**src/design/cld_pkg.sv**
```systemverilog
// Shared types, constants and helpers for the content-length message deframer.
// No dependencies; imported by cld_step, the top level and cld_checker.
package cld_pkg;

	localparam int LENGTH_BITS = 32;
	// Working width for the length multiply-add: room for acc*10+9 and the 32-bit limit
	localparam int ACC_W = ((LENGTH_BITS > 32) ? LENGTH_BITS : 32) + 4;

	localparam logic [4:0] PREFIX_LEN = 5'd16;
	localparam logic [127:0] HDR_PREFIX = "Content-Length: ";

	localparam logic [7:0] CHR_CR = 8'h0D;
	localparam logic [7:0] CHR_LF = 8'h0A;
	localparam logic [7:0] CHR_0 = 8'h30;
	localparam logic [7:0] CHR_9 = 8'h39;

	localparam logic [31:0] MAX_BODY_RESET = 32'd1048576;

	localparam logic [1:0] KIND_BODY = 2'd0;
	localparam logic [1:0] KIND_EMPTY = 2'd1;
	localparam logic [1:0] KIND_ERROR = 2'd2;

	localparam logic [2:0] ERR_NONE = 3'd0;
	localparam logic [2:0] ERR_CR_NO_LF = 3'd1;
	localparam logic [2:0] ERR_HEADER = 3'd2;
	localparam logic [2:0] ERR_LENGTH = 3'd3;
	localparam logic [2:0] ERR_SEPARATOR = 3'd4;

	typedef enum logic [2:0] {
		PH_HEADER,
		PH_HDR_CR,
		PH_SEP_CR,
		PH_SEP_LF,
		PH_BODY
	} phase_t;

	typedef struct packed {
		phase_t                   phase;
		logic [4:0]               line_pos;
		logic                     prefix_mismatch;
		logic                     length_bad;
		logic                     digit_seen;
		logic [LENGTH_BITS-1:0]   acc;
		logic [LENGTH_BITS-1:0]   remaining;
	} parse_state_t;

	typedef struct packed {
		logic       valid;
		logic [1:0] kind;
		logic [7:0] body_byte;
		logic       last;
		logic [2:0] err;
	} result_t;

	function automatic logic [7:0] prefix_char(input logic [3:0] idx);
		return HDR_PREFIX[8*(15 - int'(idx)) +: 8];
	endfunction

	// Fresh header line; the body count is left alone
	function automatic parse_state_t start_line(input parse_state_t s);
		parse_state_t r;
		r = s;
		r.phase = PH_HEADER;
		r.line_pos = '0;
		r.prefix_mismatch = 1'b0;
		r.length_bad = 1'b0;
		r.digit_seen = 1'b0;
		r.acc = '0;
		return r;
	endfunction

	function automatic result_t make_result(input logic [1:0] kind, input logic [7:0] b,
		input logic last, input logic [2:0] err);
		result_t r;
		r.valid = 1'b1;
		r.kind = kind;
		r.body_byte = b;
		r.last = last;
		r.err = err;
		return r;
	endfunction

endpackage

```
**src/design/cld_step.sv**
```systemverilog
// Per-byte parser step: next parse state and optional result for one stream byte.
// Depends on cld_pkg.
module cld_step
	import cld_pkg::*;
(
	input  parse_state_t cur,
	input  logic [7:0]   stream_byte,
	input  logic [31:0]  max_body_length,
	output parse_state_t nxt,
	output result_t      res
);

	localparam logic [ACC_W-1:0] WORD_MAX = {{(ACC_W-LENGTH_BITS){1'b0}}, {LENGTH_BITS{1'b1}}};

	logic [ACC_W-1:0] max_w;
	logic [ACC_W-1:0] limit;
	logic [ACC_W-1:0] acc_w;
	logic [ACC_W-1:0] acc_next;
	logic             is_digit;
	logic [3:0]       digit;
	logic             prefix_ok_byte;

	assign max_w = {{(ACC_W-32){1'b0}}, max_body_length};
	assign limit = (max_w < WORD_MAX) ? max_w : WORD_MAX;
	assign acc_w = {{(ACC_W-LENGTH_BITS){1'b0}}, cur.acc};
	assign is_digit = (stream_byte >= CHR_0) && (stream_byte <= CHR_9);
	assign digit = 4'(stream_byte - CHR_0);
	assign acc_next = (acc_w << 3) + (acc_w << 1) + {{(ACC_W-4){1'b0}}, digit};
	assign prefix_ok_byte = (stream_byte == prefix_char(cur.line_pos[3:0]));

	always_comb begin
		nxt = cur;
		res = '0;
		case (cur.phase)
			PH_HEADER: begin
				if (stream_byte == CHR_CR) begin
					nxt.phase = PH_HDR_CR;
				end else if (stream_byte == CHR_LF) begin
					// end of line: judge it
					if (cur.line_pos == 5'd0) begin
						nxt = start_line(cur);
						res = make_result(KIND_EMPTY, 8'd0, 1'b0, ERR_NONE);
					end else if (cur.prefix_mismatch || cur.line_pos < PREFIX_LEN) begin
						nxt = start_line(cur);
						res = make_result(KIND_ERROR, 8'd0, 1'b0, ERR_HEADER);
					end else if (cur.length_bad || !cur.digit_seen) begin
						nxt = start_line(cur);
						res = make_result(KIND_ERROR, 8'd0, 1'b0, ERR_LENGTH);
					end else begin
						nxt.remaining = cur.acc;
						nxt.phase = PH_SEP_CR;
					end
				end else if (cur.line_pos < PREFIX_LEN) begin
					if (!prefix_ok_byte) begin
						nxt.prefix_mismatch = 1'b1;
					end
					nxt.line_pos = cur.line_pos + 5'd1;
				end else if (!cur.length_bad) begin
					if (is_digit) begin
						if (acc_next > limit) begin
							nxt.length_bad = 1'b1;
						end else begin
							nxt.acc = acc_next[LENGTH_BITS-1:0];
						end
						nxt.digit_seen = 1'b1;
					end else begin
						nxt.length_bad = 1'b1;
					end
				end
			end
			PH_HDR_CR: begin
				if (stream_byte == CHR_LF) begin
					if (cur.line_pos == 5'd0) begin
						nxt = start_line(cur);
						res = make_result(KIND_EMPTY, 8'd0, 1'b0, ERR_NONE);
					end else if (cur.prefix_mismatch || cur.line_pos < PREFIX_LEN) begin
						nxt = start_line(cur);
						res = make_result(KIND_ERROR, 8'd0, 1'b0, ERR_HEADER);
					end else if (cur.length_bad || !cur.digit_seen) begin
						nxt = start_line(cur);
						res = make_result(KIND_ERROR, 8'd0, 1'b0, ERR_LENGTH);
					end else begin
						nxt.remaining = cur.acc;
						nxt.phase = PH_SEP_CR;
					end
				end else begin
					nxt = start_line(cur);
					res = make_result(KIND_ERROR, 8'd0, 1'b0, ERR_CR_NO_LF);
				end
			end
			PH_SEP_CR: begin
				if (stream_byte == CHR_CR) begin
					nxt.phase = PH_SEP_LF;
				end else begin
					nxt = start_line(cur);
					res = make_result(KIND_ERROR, 8'd0, 1'b0, ERR_SEPARATOR);
				end
			end
			PH_SEP_LF: begin
				if (stream_byte != CHR_LF) begin
					nxt = start_line(cur);
					res = make_result(KIND_ERROR, 8'd0, 1'b0, ERR_SEPARATOR);
				end else if (cur.remaining == '0) begin
					nxt = start_line(cur);
					res = make_result(KIND_EMPTY, 8'd0, 1'b0, ERR_NONE);
				end else begin
					nxt.phase = PH_BODY;
				end
			end
			PH_BODY: begin
				if (cur.remaining <= LENGTH_BITS'(1)) begin
					nxt = start_line(cur);
					nxt.remaining = '0;
					res = make_result(KIND_BODY, stream_byte, 1'b1, ERR_NONE);
				end else begin
					nxt.remaining = cur.remaining - LENGTH_BITS'(1);
					res = make_result(KIND_BODY, stream_byte, 1'b0, ERR_NONE);
				end
			end
			default: begin
				nxt = start_line(cur);
			end
		endcase
	end

endmodule

```
**src/design/content_length_message_deframer_unit.sv**
```systemverilog
// Content-length message deframer top level: input register, parser state, result register.
// Depends on cld_pkg and cld_step.
//
//   channel   signals                                      direction
//   input     in_valid, in_stall, stream_byte              byte stream in
//   output    out_valid, out_stall, kind, body_byte,       result out
//             last_of_body, error_code
//   config    cfg_valid, cfg_ready, cfg_data               max_body_length write
//
// One byte per cycle sustained while the output is not stalled; a byte enters the input register
// when it is accepted, and its result, if any, is then registered in the result register.
// The byte-to-byte path is the length multiply-by-ten, add and limit compare.
// Reset clears the parse state and the valid flags; max_body_length resets to 1048576.
// A stalled output holds a full input register, which then stalls the input side.
// cfg_ready is always high.
module content_length_message_deframer_unit
	import cld_pkg::*;
(
	input  logic        clk,
	input  logic        arst_n,
	input  logic        in_valid,
	output logic        in_stall,
	input  logic [7:0]  stream_byte,
	output logic        out_valid,
	input  logic        out_stall,
	output logic [1:0]  kind,
	output logic [7:0]  body_byte,
	output logic        last_of_body,
	output logic [2:0]  error_code,
	input  logic        cfg_valid,
	output logic        cfg_ready,
	input  logic [31:0] cfg_data
);

	logic         valid_s1;
	logic [7:0]   byte_s1;
	logic         out_valid_q;
	logic [1:0]   kind_q;
	logic [7:0]   body_byte_q;
	logic         last_q;
	logic [2:0]   err_q;
	logic [31:0]  max_len_q;
	parse_state_t state_q;
	parse_state_t state_nxt;
	result_t      step_res;
	logic         advance;

	cld_step u_step (
		.cur             (state_q),
		.stream_byte     (byte_s1),
		.max_body_length (max_len_q),
		.nxt             (state_nxt),
		.res             (step_res)
	);

	// Result slot is free or being taken this cycle
	assign advance = !out_valid_q || !out_stall;
	assign in_stall = valid_s1 && !advance;
	assign cfg_ready = 1'b1;

	always_ff @(posedge clk or negedge arst_n) begin
		if (!arst_n) begin
			max_len_q <= MAX_BODY_RESET;
		end else if (cfg_valid && cfg_ready) begin
			max_len_q <= cfg_data;
		end
	end

	always_ff @(posedge clk or negedge arst_n) begin
		if (!arst_n) begin
			valid_s1 <= 1'b0;
		end else if (!in_stall) begin
			valid_s1 <= in_valid;
		end
	end

	always_ff @(posedge clk) begin
		if (!in_stall && in_valid) begin
			byte_s1 <= stream_byte;
		end
	end

	always_ff @(posedge clk or negedge arst_n) begin
		if (!arst_n) begin
			state_q <= start_line('0);
		end else if (advance && valid_s1) begin
			state_q <= state_nxt;
		end
	end

	always_ff @(posedge clk or negedge arst_n) begin
		if (!arst_n) begin
			out_valid_q <= 1'b0;
		end else if (advance) begin
			out_valid_q <= valid_s1 && step_res.valid;
		end
	end

	always_ff @(posedge clk) begin
		if (advance && valid_s1 && step_res.valid) begin
			kind_q <= step_res.kind;
			body_byte_q <= step_res.body_byte;
			last_q <= step_res.last;
			err_q <= step_res.err;
		end
	end

	assign out_valid = out_valid_q;
	assign kind = kind_q;
	assign body_byte = body_byte_q;
	assign last_of_body = last_q;
	assign error_code = err_q;

endmodule

```
**config.mk**
```make
export PLATFORM = sky130hd
export DESIGN_NAME = content_length_message_deframer_unit
export DESIGN_NICKNAME = d
export VERILOG_FILES = /design/src/design/cld_pkg.sv /design/src/design/cld_step.sv /design/src/design/content_length_message_deframer_unit.sv
export SDC_FILE = /design/constraint.sdc
export NUM_CORES = 1
export LEC_CHECK = 0
export BUFFER_PORTS_ARGS = -buffer_cell sky130_fd_sc_hd__clkbuf_2
export CELL_PAD_IN_SITES_DETAIL_PLACEMENT = 1
export CELL_PAD_IN_SITES_GLOBAL_PLACEMENT = 1
export CORE_ASPECT_RATIO = 0.75
export CORE_UTILIZATION = 44
export CTS_BUF_LIST = sky130_fd_sc_hd__clkbuf_4 sky130_fd_sc_hd__clkbuf_8
export DETAILED_ROUTE_END_ITERATION = 8
export PLACE_DENSITY_LB_ADDON = 0.1
export RECOVER_POWER = 25
export SYNTH_ARGS = -nofsm -noshare
export SYNTH_HDL_FRONTEND = slang
export SYNTH_SLANG_ARGS = --single-unit
```
**constraint.sdc**
```tcl
create_clock -name clk -period 6.18 [get_ports clk]
set_clock_uncertainty 0.1 [all_clocks]
set_input_delay 0.927 -clock clk [delete_from_list [all_inputs] [get_ports clk]]
set_output_delay 0.927 -clock clk [all_outputs]
set_load 0.05 [all_outputs]
```
# --- Word level (Yosys, flattened, before mapping) ---
# Index checks and enable logic that the tools add are counted.
totals:
  ff_bits: 131
  wordCells: 115
  in_bits: 45
  output_inout_bits: 17
classes:
  n_lt_le_gt_ge: 6
  eq_ne: 21
  reduce_logical: 25
  mux: 39
  n_shift: 1
  n_bitwise: 2
  add_sub_neg: 6
ops:
  columns: ["operator", "n"]
  rows:
  - ["one-hot mux 75 bit (5 select lines)", 1]
  - ["two-way mux 75 bit", 4]
  - ["two-way mux 72 bit", 3]
  - ["two-way mux 32 bit", 5]
  - ["two-way mux 15 bit", 9]
  - ["indexed part select 128 x 32 -> 8 bit (first input constant)", 1]
  - ["two-way mux 40 bit", 2]
  - ["one-hot mux 15 bit (5 select lines)", 1]
  - ["two-way mux 34 bit", 2]
  - ["two-way mux 43 bit", 1]
  - ["adder 35 x 33 -> 36 bit", 1]
  - ["adder 36 x 4 -> 36 bit", 1]
  - ["greater-than comparator 36 bit", 1]
  - ["two-way mux 33 bit", 1]
  - ["<= comparator 32 x 1 -> 1 bit (second input constant)", 1]
  - ["logical NOT 32 bit", 1]
  - ["< comparator 32 bit (second input constant)", 1]
  - ["subtractor 32 x 1 -> 32 bit (second input constant)", 1]
  - ["equality test 8 x 4 -> 1 bit (second input constant)", 2]
  - ["AND reduction 7 bit", 2]
  - ["!= test 3 x 1 -> 1 bit (second input constant)", 4]
  - ["AND reduction 6 bit", 2]
  - ["two-way mux 3 bit", 3]
  - ["!= test 3 x 2 -> 1 bit (second input constant)", 3]
  - ["other kinds (28)", 47]

# --- Logic depth before layout (Yosys ltp) ---
# Gate-level depths: netlist (run 1).
depth:
  word_depth: 10
  ltp_mapped: 24
  ltp_nobuf: 23

# --- Hierarchy ---
# From an unflattened synthesis (run 1), not the netlist that was laid out.
unflattened:
  hier_cells: 1085
  hier_area_um2: 10717.8
modules_own_cells:
  columns: ["module", "seq_area_each_um2", "cells_per_inst", "n_inst", "area_per_inst_um2"]
  rows:
  - ["cld_step", 0.0, 824, 1, 5719.2]
  - ["content_length_message_deframer_unit", 3389.5, 261, 1, 4998.5]

# --- Worst setup path before layout (run 1) ---
# Ideal clock, no wire load.
synth_path:
  kind: "register to register"
  start: "reg byte_s1[3]"
  end: "reg state_q[54] (netlist bit)"
  stages_incl_launch_ff: 24
  path_buffers: 1
  required_ns: 5.959
  setup_ns: 0.121
  slack_ns: 0.585
  synth_period_minus_slack_ns: 5.595
  arrival_time_ns: 5.374
  cell_sequence: "edfxtp_1 fa_1 fa_1 a21o_1 a221o_1 a31o_1 and2_1 nor4b_1 o31a_1 o21ai_1 or4b_1 nand3_1 ha_1 o21ai_0 o211ai_1 a21oi_1 o21bai_1 o211ai_1 nand4b_1 nor4_2 o211ai_1 a22o_4 buf_6 a22o_1"
synth_between:
  elab_chain_len: 9
  word_cells_on_any_way: 26
  classes_between: "add/sub (2); order compare (3); eq/ne (10); mux (9); reduce/logical (2)"
synth_rtl:
  columns: ["element", "line_no", "rtl"]
  rows:
  - ["from (decl)", "content_length_message_deframer_unit.sv:36", "logic [7:0] byte_s1;"]
  - ["from (signal assigned)", "content_length_message_deframer_unit.sv:79", "byte_s1 <= stream_byte;"]
  - ["parallel branches: the longest is 9 deep, another holds adder 36 x 4 -> 36 bit", null, null]
  - ["to (signal assigned)", "content_length_message_deframer_unit.sv:85", "state_q <= start_line('0);"]
  - ["to (signal assigned)", "content_length_message_deframer_unit.sv:87", "state_q <= state_nxt;"]
  - ["to (decl)", "content_length_message_deframer_unit.sv:43", "parse_state_t state_q;"]
# Parallel ways; which one is timed is not known. The select of a mux whose other input is x is not followed.
# A chain may end at the register's enable or synchronous reset.

# --- Worst setup path in the final report (run 1) ---
layout_path:
  start: "reg state_q[32] (netlist bit)"
  end: "reg state_q[44] (netlist bit)"
layout_between:
  elab_chain_len: 9
  word_cells_on_any_way: 12
  classes_between: "add/sub (2); order compare (1); eq/ne (1); mux (7); reduce/logical (1)"
layout_rtl:
  columns: ["element", "line_no", "rtl"]
  rows:
  - ["adder 35 x 33 -> 36 bit (*)", "cld_step.sv:28", "assign acc_next = (acc_w << 3) + (acc_w << 1) + {{(ACC_W-4){1'b0}}, digit};"]
  - ["adder 36 x 4 -> 36 bit (*)", "cld_step.sv:28", null]
  - ["parallel branches: the longest is 7 deep, another holds greater-than comparator 36 bit", null, null]
# Mark *: on every way between the ends. The select of a mux whose other input is x is not followed.

==> results of run 1 <==
-- kinds of logic (layout without fill, tap and decap cells) --
kind of cell / Yosys count / in the layout
AOI/OAI and AO/OA: 348 / 350
xor gates and xnor gates: 38 / 38
adders and majority gates: 104 / 104
buffers and inverters: 112 / 186
DFF: 131 / 131
muxes: 14 / 14
other: 1 / 1
and+or+nand+nor: 327 / 327
-- area by class of cell --
cell class	instances	area share, %
sequential	131	31.67
clock buffer	20	2.455
inverter	58	2.034
clock inverter	12	1.251
multi-input combinational	834	53.43
timing repair buffer	96	5.798
tap	288	3.366
-- layout by cell type (no fill, tap or decap), types with 13 or more instances in the layout --
master / n
a21o_1: 14
a21oi_1: 87
edfxtp_1: 22
mux2i_1: 13
buf_4: 31
nor3_1: 27
a22o_1: 43
and2_1: 13
xnor2_1: 25
inv_1: 58
o21ai_0: 106
nand2_1: 129
clkbuf_2: 54
xor2_1: 13
dfrtp_1: 108
nand3_1: 23
ha_1: 100
nor2_1: 51
clkbuf_8: 18
nand4_1: 21
-- synth_stat cells, types with 4 or more instances --
| library cell | instances | area, sq um |
|---|---|---|
| a21oi_1 | 92 | 460.4 |
| and3_1 | 4 | 25.02 |
| ha_1 | 102 | 1276 |
| o21a_1 | 5 | 37.54 |
| clkbuf_1 | 44 | 165.2 |
| and2_1 | 14 | 87.58 |
| nand3_1 | 24 | 120.1 |
| o21ai_1 | 5 | 25.02 |
| nor2_1 | 51 | 191.4 |
| a22o_1 | 43 | 376.6 |
| nand4_1 | 21 | 131.4 |
| nor3_1 | 28 | 140.1 |
| a31oi_1 | 8 | 50.05 |
| a21o_1 | 14 | 105.1 |
| dfrtp_1 | 108 | 2703 |
| a2111oi_0 | 4 | 35.03 |
| inv_1 | 58 | 217.7 |
| mux2i_1 | 13 | 130.1 |
| nand2b_1 | 6 | 37.54 |
| nand2_1 | 129 | 484.2 |
| nor4_1 | 11 | 68.82 |
| edfxtp_1 | 22 | 660.6 |
| nor2b_1 | 5 | 31.28 |
| xnor2_1 | 25 | 219.0 |
| buf_4 | 4 | 30.03 |
| o21ai_0 | 109 | 545.5 |
| o211ai_1 | 8 | 60.06 |
| nor4_2 | 4 | 50.05 |
| a211oi_1 | 4 | 30.03 |
| or3_1 | 8 | 50.05 |
| a22oi_1 | 8 | 60.06 |
| o21bai_1 | 8 | 60.06 |
| o22ai_1 | 10 | 62.56 |
| o31ai_1 | 6 | 45.04 |
| xor2_1 | 13 | 113.9 |
-- routing by layer --
metal  vias up  global-route usage (%)  share of wire (%)
li1       4082                       -                  -
met2       263                   39.86                 41
met4         0                   8.246                1.5
met5         -                       0                  0
met3        31                   6.183                6.3
met1      4254                   45.30                 52
-- sequential cells by signal, indices dropped and copies added, names as in the netlist --
signal and cells:
valid_s1 1, body_byte 8, kind 2, max_len_q 32, last_of_body 1, out_valid 1, state_q 75, error_code 3
byte_s1 8
-- worst max path at each step --
stage	start	end	cells after the start
6_report	state_q[32]	state_q[44]	26
5_1_grt	state_q[32]	state_q[47]	26
4_1_cts	state_q[32]	state_q[46]	26
3_5_place_dp	byte_s1[3]	state_q[55]	23
3_3_place_gp	byte_s1[3]	state_q[60]	23
2_1_floorplan	byte_s1[3]	state_q[54]	23
-- critical path: stages, from the launching register on --
cell and delay, ns:
dfrtp_1 0.44, fa_2 0.50, fa_2 0.40, a21o_1 0.18, a221o_1 0.32, a31o_1 0.22, and2_1 0.18, nor4b_2 0.28
o31a_1 0.22, o21ai_1 0.11, or4b_1 0.50, nand3_2 0.11, ha_1 0.26, o21ai_2 0.13, o21ai_0 0.09, nand2_1 0.08
o21ai_0 0.09, o211ai_1 0.27, buf_4 0.18, nand4b_1 0.09, nor4_2 0.16, o211ai_1 0.22, buf_4 0.20, nor3_4 0.16
buf_6 0.16, clkbuf_16 0.16, a22o_1 0.13
-- metrics by stage --
stage	std cells	TNS (ns)	total power, mW	hold WS (ns)
after global placement	1395	0	1.331	0.3769
after CTS	1434	0	2.107	0.3318
after detailed placement	1395	-2.191	1.346	0.3855
final	1439	0	2.094	0.4052
after floorplan	1075	0	1.223	0.3584
after global routing	1439	-0.001508	2.204	0.4567
-- what timing repair did --
action | CTS | global route
buffers inserted | 5 | 3
setup endpoints to repair | 32 | 33
resized for setup | 4 | 22
hold endpoints to repair | 0 | 0
pin swaps | 6 | 8
cloned | 2 | 2
-- report_power, final --
part	total (mW)	internal, mW	switching (mW)
combinational	0.358	0.145	0.213
sequential	0.980	0.917	0.0629
clock	0.756	0.379	0.377
total	2.09	1.44	0.654
==> results.py, run 1 <==
metrics = {
    "route": {
        "drtIter0Drc": 730,
        "post_drt_wl_per_cell_um": 21.34,
        "wl_mm": 30.70,
        "vias": 8630,
        "antenna_left": 0,
        "viasPerCell": 5.997,
        "drc": 0,
        "dr.pass1.iters": 5,
    },
    "timing": {
        "relSlewSlack_pct": -52.16,
        "worstMarginPinSlew_ns": 2.282,
        "hold_violations": 0,
        "finalSetupViolCount": 0,
        "slew_viol_final": 104,
        "fin_crit_ns": 6.041,
        "setup_ws_ns": 0.1387,
        "fmax_mhz": 165.5,
        "finalCritPeriodShare_pct": 97.76,
    },
    "placement": {
        "gp_congestion": 0.8801,
        "portBuffers": 60,
        "dpl_cell_area_sq_um": 10090,
        "dp_hpwl_mm": 22.04,
        "pre_cts_ws_ns": -0.07977,
    },
    "run_status": {
        "violations": "capacitance limit, slew limit",
        "outcome": "finished, violations left",
    },
    "floorplanning": {
        "fp.dieW_um": 171.2,
        "core.rowCount": 46,
        "dieArea_sq_um": 22070,
        "ios": 62,
        "initial_core_util_pct": 44.74,
        "design.core.area_sq_um": 21120,
        "dieHeight_um": 128.9,
    },
    "worst_setup_path": {
        "rrSetupSlack_ns": 0.14,
        "rr_worst_depth": 26,
        "worstPathRequired_ns": 6.49,
        "cp_max_fo": 8,
        "cp-start-kind": "flop",
        "critPathArrivalTime_ns": 6.35,
        "r2r-end": "state_q[44]",
        "cp-end-kind": "flop",
        "timing.rr.start": "state_q[32]",
        "crit_type": "flop to flop",
    },
    "clocking": {
        "postCtsHoldBufs": 0,
        "clock-sinks": 131,
        "cts_tree": "yes",
        "numCtsBuffers": 17,
        "clockBufferDepth": 2,
        "clkTransAtPathRegs_ns": 0.08,
        "htree_num_levels": 4,
        "clk_latency_ns": 0.48,
        "root_buffer": "clkbuf_8",
    },
    "global_routing": {
        "grt_first_pass_wirelength_mm": 48.70,
        "grt_use_total_pct": 29.16,
        "grt_max_degree": 72,
        "overflow": 0,
        "antenna_found_initial": 0,
        "grt_pass1_vias": 8586,
    },
    "synthesis": {
        "synth-seq-cells": 131,
        "synth-seq-area-share_pct": 35.87,
        "async_flop_share_pct": 83.21,
        "synth_enable_flop_cells": 22,
        "synth_xor_xnor_area_share_pct": 3.522,
        "synth_adder_area_share_pct": 13.93,
        "synth.distinct_cells": 73,
        "synthSimpleGateAreaFrac_pct": 17.05,
        "synth_fp_nets": 1224,
        "synth_top_family_by_area": "compound AO/OA/AOI/OAI gates",
        "synthCells": 1075,
        "synthFlopType": "dfrtp_1",
        "synth_area_per_cell_sq_um": 8.791,
        "netlist_area_sq_um": 9450,
        "muxShareOfSynthArea_pct": 1.496,
        "synth_compound_area_share_pct": 23.21,
        "ys_warn_count": 0,
    },
    "pwr": {
        "ir_drop_mv": 0.1481,
        "leakagePower_nw": 4.957,
        "power_density_nw_per_um2": 195.6,
    },
    "min_path": {
        "hold_class": "flop to flop",
        "hp-start": "state_q[26]",
        "holdPathEnd": "state_q[26]",
        "min_path_cells": 2,
    },
    "final_layout": {
        "nets": 1287,
        "drive_gt1_share_pct": 13.81,
        "antennaDiodeCount": 0,
        "multiInputGateArea_sq_um": 5719,
        "seqCellArea_sq_um": 3390,
        "layout.core_utilization_pct": 50.68,
        "nFillCells": 2518,
        "area_growth_pct": 13.27,
        "final_area_sq_um": 10700,
    },
    "job": {
        "maxCapViolations": 2,
    },
}
(Power assumes the default switching activity.)
==> inputs of run 2 (changes only) <==
--- a/config.mk
+++ b/config.mk
@@ -12,7 +12,7 @@
 export CORE_UTILIZATION = 44
 export CTS_BUF_LIST = sky130_fd_sc_hd__clkbuf_4 sky130_fd_sc_hd__clkbuf_8
 export DETAILED_ROUTE_END_ITERATION = 8
-export PLACE_DENSITY_LB_ADDON = 0.1
+export PLACE_DENSITY = 0.75
 export RECOVER_POWER = 25
 export SYNTH_ARGS = -nofsm -noshare
 export SYNTH_HDL_FRONTEND = slang
==> results.py, run 2 (synthesized netlist as in run 1, its figures left out) <==
metrics = {
    "worst_setup_path": {
        "crit_type": "flop to flop",
        "worstPathRequired_ns": 6.48,
        "critPathArrivalTime_ns": 6.26,
        "rr_worst_depth": 27,
        "cp-start-kind": "flop",
        "cp-end-kind": "flop",
        "cp_max_fo": 8,
    },
    "route": {
        "antenna_left": 0,
        "drtIter0Drc": 722,
        "vias": 8593,
        "drc": 0,
        "dr.pass1.iters": 5,
        "viasPerCell": 5.992,
        "wl_mm": 29.64,
        "post_drt_wl_per_cell_um": 20.67,
    },
    "final_layout": {
        "nFillCells": 2522,
        "multiInputGateArea_sq_um": 5723,
        "final_common_cell": "nand2_1",
        "area_growth_pct": 13.25,
        "drive_gt1_share_pct": 13.61,
        "antennaDiodeCount": 0,
        "layout.core_utilization_pct": 50.67,
        "nets": 1282,
        "mostFrequentLayoutCells": "nand2_1, o21ai_0, dfrtp_1",
        "final_area_sq_um": 10700,
        "largest_reg_flops": 75,
        "largest-register": "state_q",
        "largest_registers": "state_q (75), max_len_q (32)",
        "seqCellArea_sq_um": 3392,
    },
    "floorplanning": {
        "fp.dieW_um": 171.2,
        "design.core.area_sq_um": 21120,
        "dieArea_sq_um": 22070,
        "dieHeight_um": 128.9,
        "core.rowCount": 46,
        "ios": 62,
        "initial_core_util_pct": 44.74,
    },
    "run_status": {
        "outcome": "finished, violations left",
        "violations": "capacitance limit, slew limit",
    },
    "min_path": {
        "min_path_cells": 2,
        "hold_class": "flop to flop",
    },
    "placement": {
        "gp_congestion": 0.8960,
        "dpl_cell_area_sq_um": 10030,
        "pre_cts_ws_ns": 0.1413,
        "dp_hpwl_mm": 21.34,
        "portBuffers": 60,
    },
    "timing": {
        "slew_viol_final": 138,
        "worstMarginPinSlew_ns": 4.211,
        "finalSetupViolCount": 0,
        "relSlewSlack_pct": -180.8,
        "hold_violations": 0,
        "setup_ws_ns": 0.2223,
        "timing.hold.ws_ns": 0.4180,
        "fin_crit_ns": 5.958,
        "fmax_mhz": 167.9,
        "finalCritPeriodShare_pct": 96.40,
    },
    "global_routing": {
        "grt_use_total_pct": 27.33,
        "antenna_found_initial": 0,
        "overflow": 0,
        "grt_pass1_vias": 8276,
        "grt_max_degree": 74,
        "grt_first_pass_wirelength_mm": 46.39,
    },
    "clocking": {
        "clock-sinks": 131,
        "postCtsHoldBufs": 0,
        "clkTransAtPathRegs_ns": 0.08,
        "clk_latency_ns": 0.47,
        "root_buffer": "clkbuf_8",
        "htree_num_levels": 4,
        "cts_tree": "yes",
        "clockBufferDepth": 2,
        "numCtsBuffers": 17,
    },
    "pwr": {
        "leakagePower_nw": 4.962,
        "intPower_mw": 1.486,
        "pwr-share-clk_pct": 37.6,
        "switchingPower_mw": 0.6460,
        "switching_share_pct": 30.30,
        "power_density_nw_per_um2": 199.2,
        "p_seq_share_pct": 46.2,
        "ir_drop_mv": 0.1170,
        "power.share.combinational_pct": 16.2,
        "finalPower_mw": 2.132,
    },
    "job": {
        "maxCapViolations": 2,
    },
}
-- run 2: cell count changes in the layout (fill, tap and decap cells not counted), sizes merged --
cell      previous run  this run
clkinv               7         5
inv                 59        58
bufinv               2         3
clkbuf              81        83
buf                 35        28
clkinvlp             2         4
-- run 2: path summary, 6_finish.rpt --
path	start	endpoint	slack (ns)
setup reg to reg	state_q[32]	state_q[48]	0.22
hold / removal	state_q[26]	state_q[26]	0.42
min in group asynchronous	arst_n	state_q[73]	1.83
max in group asynchronous	arst_n	state_q[33]	1.44
setup / recovery	state_q[32]	state_q[48]	0.22
hold reg to reg	state_q[26]	state_q[26]	0.42
-- run 2: repair_timing --
| action | in CTS | in global routing |
|---|---|---|
| gates resized for setup | 0 | 25 |
| buffers inserted | 0 | 10 |
| endpoints found under the setup margin | 0 | 32 |
-- run 2: through the flow --
stage / setup TNS [ns] / cells
3_5_place_dp: 0 / 1387
4_1_cts: 0 / 1419
5_1_grt: -2.017 / 1434
3_3_place_gp: 0 / 1387
2_1_floorplan: 0 / 1075
6_report: 0 / 1434
-- run 2: power by group through the flow --
stage / clock [mW] / sequential, mW / combinational, mW
6_report: 0.801 / 0.985 / 0.346
5_1_grt: 0.850 / 0.994 / 0.390
4_1_cts: 0.818 / 0.984 / 0.345
3_5_place_dp: 0 / 1.00 / 0.340
3_3_place_gp: 0 / 0.996 / 0.326
2_1_floorplan: 0 / 0.963 / 0.261
-- run 2: final cells by class --
class	count	area share [%]
timing repair buffer	91	5.459
tap	288	3.367
inverter	58	2.034
sequential	131	31.69
clock inverter	12	1.461
multi-input combinational	834	53.47
clock buffer	20	2.513
-- run 2: critical path: stages (launching register included) --
cell	delay, ns
dfrtp_1	0.42
buf_4	0.17
ha_1	0.18
ha_2	0.20
fa_2	0.40
a21o_1	0.18
a221o_1	0.31
a31o_1	0.23
and2_4	0.18
nor4b_4	0.25
o31a_1	0.19
o21ai_2	0.10
or4b_4	0.53
nand3_2	0.10
ha_1	0.25
o21ai_2	0.14
o21ai_0	0.10
nand2_1	0.08
o21ai_0	0.09
o211ai_1	0.29
nand4b_1	0.18
nor4_2	0.29
o211ai_1	0.14
buf_4	0.17
nor3_4	0.21
buf_6	0.15
clkbuf_16	0.15
a22o_1	0.12
-- run 2: layer usage --
metal  GRT usage, %  vias to the layer above  share of wire (%)
li1               -                     4069                  -
met5              0                        -                  0
met1          43.28                     4254                 52
met4          7.353                        0                1.4
met3          4.460                       25                5.4
met2          37.49                      245                 41
==> inputs of run 3 (changes only) <==
--- a/config.mk
+++ b/config.mk
@@ -8,11 +8,11 @@
 export BUFFER_PORTS_ARGS = -buffer_cell sky130_fd_sc_hd__clkbuf_2
 export CELL_PAD_IN_SITES_DETAIL_PLACEMENT = 1
 export CELL_PAD_IN_SITES_GLOBAL_PLACEMENT = 1
-export CORE_ASPECT_RATIO = 0.75
-export CORE_UTILIZATION = 44
+export CORE_ASPECT_RATIO = 0.9
+export CORE_UTILIZATION = 45
 export CTS_BUF_LIST = sky130_fd_sc_hd__clkbuf_4 sky130_fd_sc_hd__clkbuf_8
 export DETAILED_ROUTE_END_ITERATION = 8
-export PLACE_DENSITY = 0.75
+export PLACE_DENSITY = 0.76
 export RECOVER_POWER = 25
 export SYNTH_ARGS = -nofsm -noshare
 export SYNTH_HDL_FRONTEND = slang
==> results.py, run 3 (synthesized netlist as in run 1, its figures left out) <==
metrics = {
    "global_routing": {
        "grt_use_total_pct": 27.41,
        "overflow": 0,
        "grt_first_pass_wirelength_mm": 46.35,
        "grt_max_degree": 64,
        "antenna_found_initial": 0,
        "grt_pass1_vias": 8419,
    },
    "timing": {
        "finalSetupViolCount": 0,
        "fmax_mhz": 163.5,
        "hold_violations": 0,
        "relSlewSlack_pct": -102.4,
        "fin_setup_tns_ns": 0,
        "finalCritPeriodShare_pct": 98.97,
        "rsz0062_at_grt": "true",
        "slew_viol_final": 53,
        "worstMarginPinSlew_ns": 3.035,
        "fin_crit_ns": 6.116,
    },
    "worst_setup_path": {
        "crit_type": "flop to flop",
        "worstPathRequired_ns": 6.44,
        "timing.rr.start": "state_q[32]",
        "critPathArrivalTime_ns": 6.37,
        "crit_start": "state_q[32]",
        "cp-start-kind": "flop",
        "cp_max_fo": 8,
        "cp-end-kind": "flop",
    },
    "pwr": {
        "ir_drop_mv": 0.1286,
        "leakagePower_nw": 4.951,
        "power_density_nw_per_um2": 196.1,
    },
    "final_layout": {
        "largest-register": "state_q",
        "mostFrequentLayoutCells": "nand2_1, dfrtp_1, o21ai_0",
        "antennaDiodeCount": 0,
        "nets": 1279,
        "final_common_cell": "nand2_1",
        "area_growth_pct": 14.44,
        "final_area_sq_um": 10820,
        "largest_registers": "state_q (75), max_len_q (32)",
        "layout.core_utilization_pct": 53.30,
        "drive_gt1_share_pct": 14.96,
        "largest_reg_flops": 75,
    },
    "floorplanning": {
        "dieArea_sq_um": 21590,
        "design.core.area_sq_um": 20290,
        "dieHeight_um": 139.5,
        "ios": 62,
        "initial_core_util_pct": 46.57,
        "core.rowCount": 49,
        "fp.dieW_um": 154.8,
    },
    "route": {
        "wl_mm": 29.54,
        "vias": 8548,
        "drc": 0,
        "post_drt_wl_per_cell_um": 20.76,
        "drtIter0Drc": 478,
        "antenna_left": 0,
        "dr.pass1.iters": 4,
        "viasPerCell": 6.007,
    },
    "placement": {
        "dp_hpwl_mm": 20.88,
        "dpl_cell_area_sq_um": 9973,
        "gp_congestion": 0.8334,
        "portBuffers": 60,
    },
    "clocking": {
        "clockBufferDepth": 2,
        "cts_tree": "yes",
        "htree_num_levels": 4,
        "numCtsBuffers": 17,
        "postCtsHoldBufs": 0,
        "clock-sinks": 131,
        "clkTransAtPathRegs_ns": 0.09,
        "clk_latency_ns": 0.47,
        "root_buffer": "clkbuf_8",
    },
    "run_status": {
        "violations": "capacitance limit, slew limit",
        "outcome": "finished, violations left",
    },
    "job": {
        "maxCapViolations": 1,
    },
    "min_path": {
        "hp-start": "state_q[64]",
        "hold_class": "flop to flop",
    },
}
-- run 3: changes by cell type in the layout (fill, tap and decap cells not counted), sizes merged --
cell | before | now
clkbuf | 83 | 79
buf | 28 | 25
clkinvlp | 4 | 5
clkinv | 5 | 4
a22o | 46 | 47
inv | 58 | 61
-- run 3: repair_timing --
action | in CTS | in global routing
pin swaps | 7 | 32
setup buffers | 4 | 9
cloned | 1 | 5
setup endpoints to repair | 32 | 32
resized for setup | 4 | 53
-- run 3: critical path, cell delays in order (launching register included) --
cell,delay [ns]
dfrtp_1,0.43
buf_6,0.14
ha_1,0.18
ha_2,0.20
fa_2,0.40
a21o_1,0.20
a221o_1,0.34
a31o_1,0.25
and2_4,0.18
nor4b_4,0.26
o31a_1,0.21
buf_4,0.13
xnor2_2,0.12
ha_1,0.29
nand2_1,0.10
o21ai_0,0.10
or3_1,0.32
a211o_1,0.23
o211ai_1,0.31
nand4b_1,0.17
nor4_2,0.34
o211ai_1,0.23
buf_4,0.22
a22o_4,0.29
a22o_1,0.25
-- run 3: area by class of cell --
cell class | count | area, sq um
clock buffers | 17 | 234.0
clock inverters | 15 | 181.4
fillers | 2380 | 9478
inverters | 58 | 217.7
multi-input cells | 835 | 5869
flip-flops and latches | 131 | 3390
well taps | 280 | 350.3
repair buffers | 87 | 573.1
-- run 3: worst paths after layout --
kind,end,slack (ns),cells after the start
min in group asynchronous,state_q[72],1.32,1
worst max-delay path,state_q[41],0.06,24
worst max register to register,state_q[41],0.06,24
max in group asynchronous,max_len_q[17],2.61,2
worst min register to register,state_q[64],0.41,1
worst min-delay path,state_q[64],0.41,1
-- run 3: where the power goes --
part,switching [mW],internal [mW]
logic,0.197,0.146
clock network,0.392,0.401
registers,0.0675,0.917
-- run 3: per-stage QoR --
stage               power, mW  hold WS [ns]  setup WS (ns)  std cells
floorplan               1.223        0.3584         0.5854       1075
global placement        1.317        0.3758         0.2155       1373
detailed placement      1.337        0.3861       -0.03700       1373
CTS                     2.127        0.4068        0.01837       1410
global route            2.220        0.4232        -0.1336       1423
finish                  2.121        0.4090        0.06376       1423
-- run 3: metal layers --
layer  track usage [%]  share of wire (%)  up-vias
li1                  -                  -     4061
met1             40.62                 49     4232
met2             41.15                 45      218
met3             4.360                4.7       37
met4             7.504                1.9        0
met5                 0                  0        -
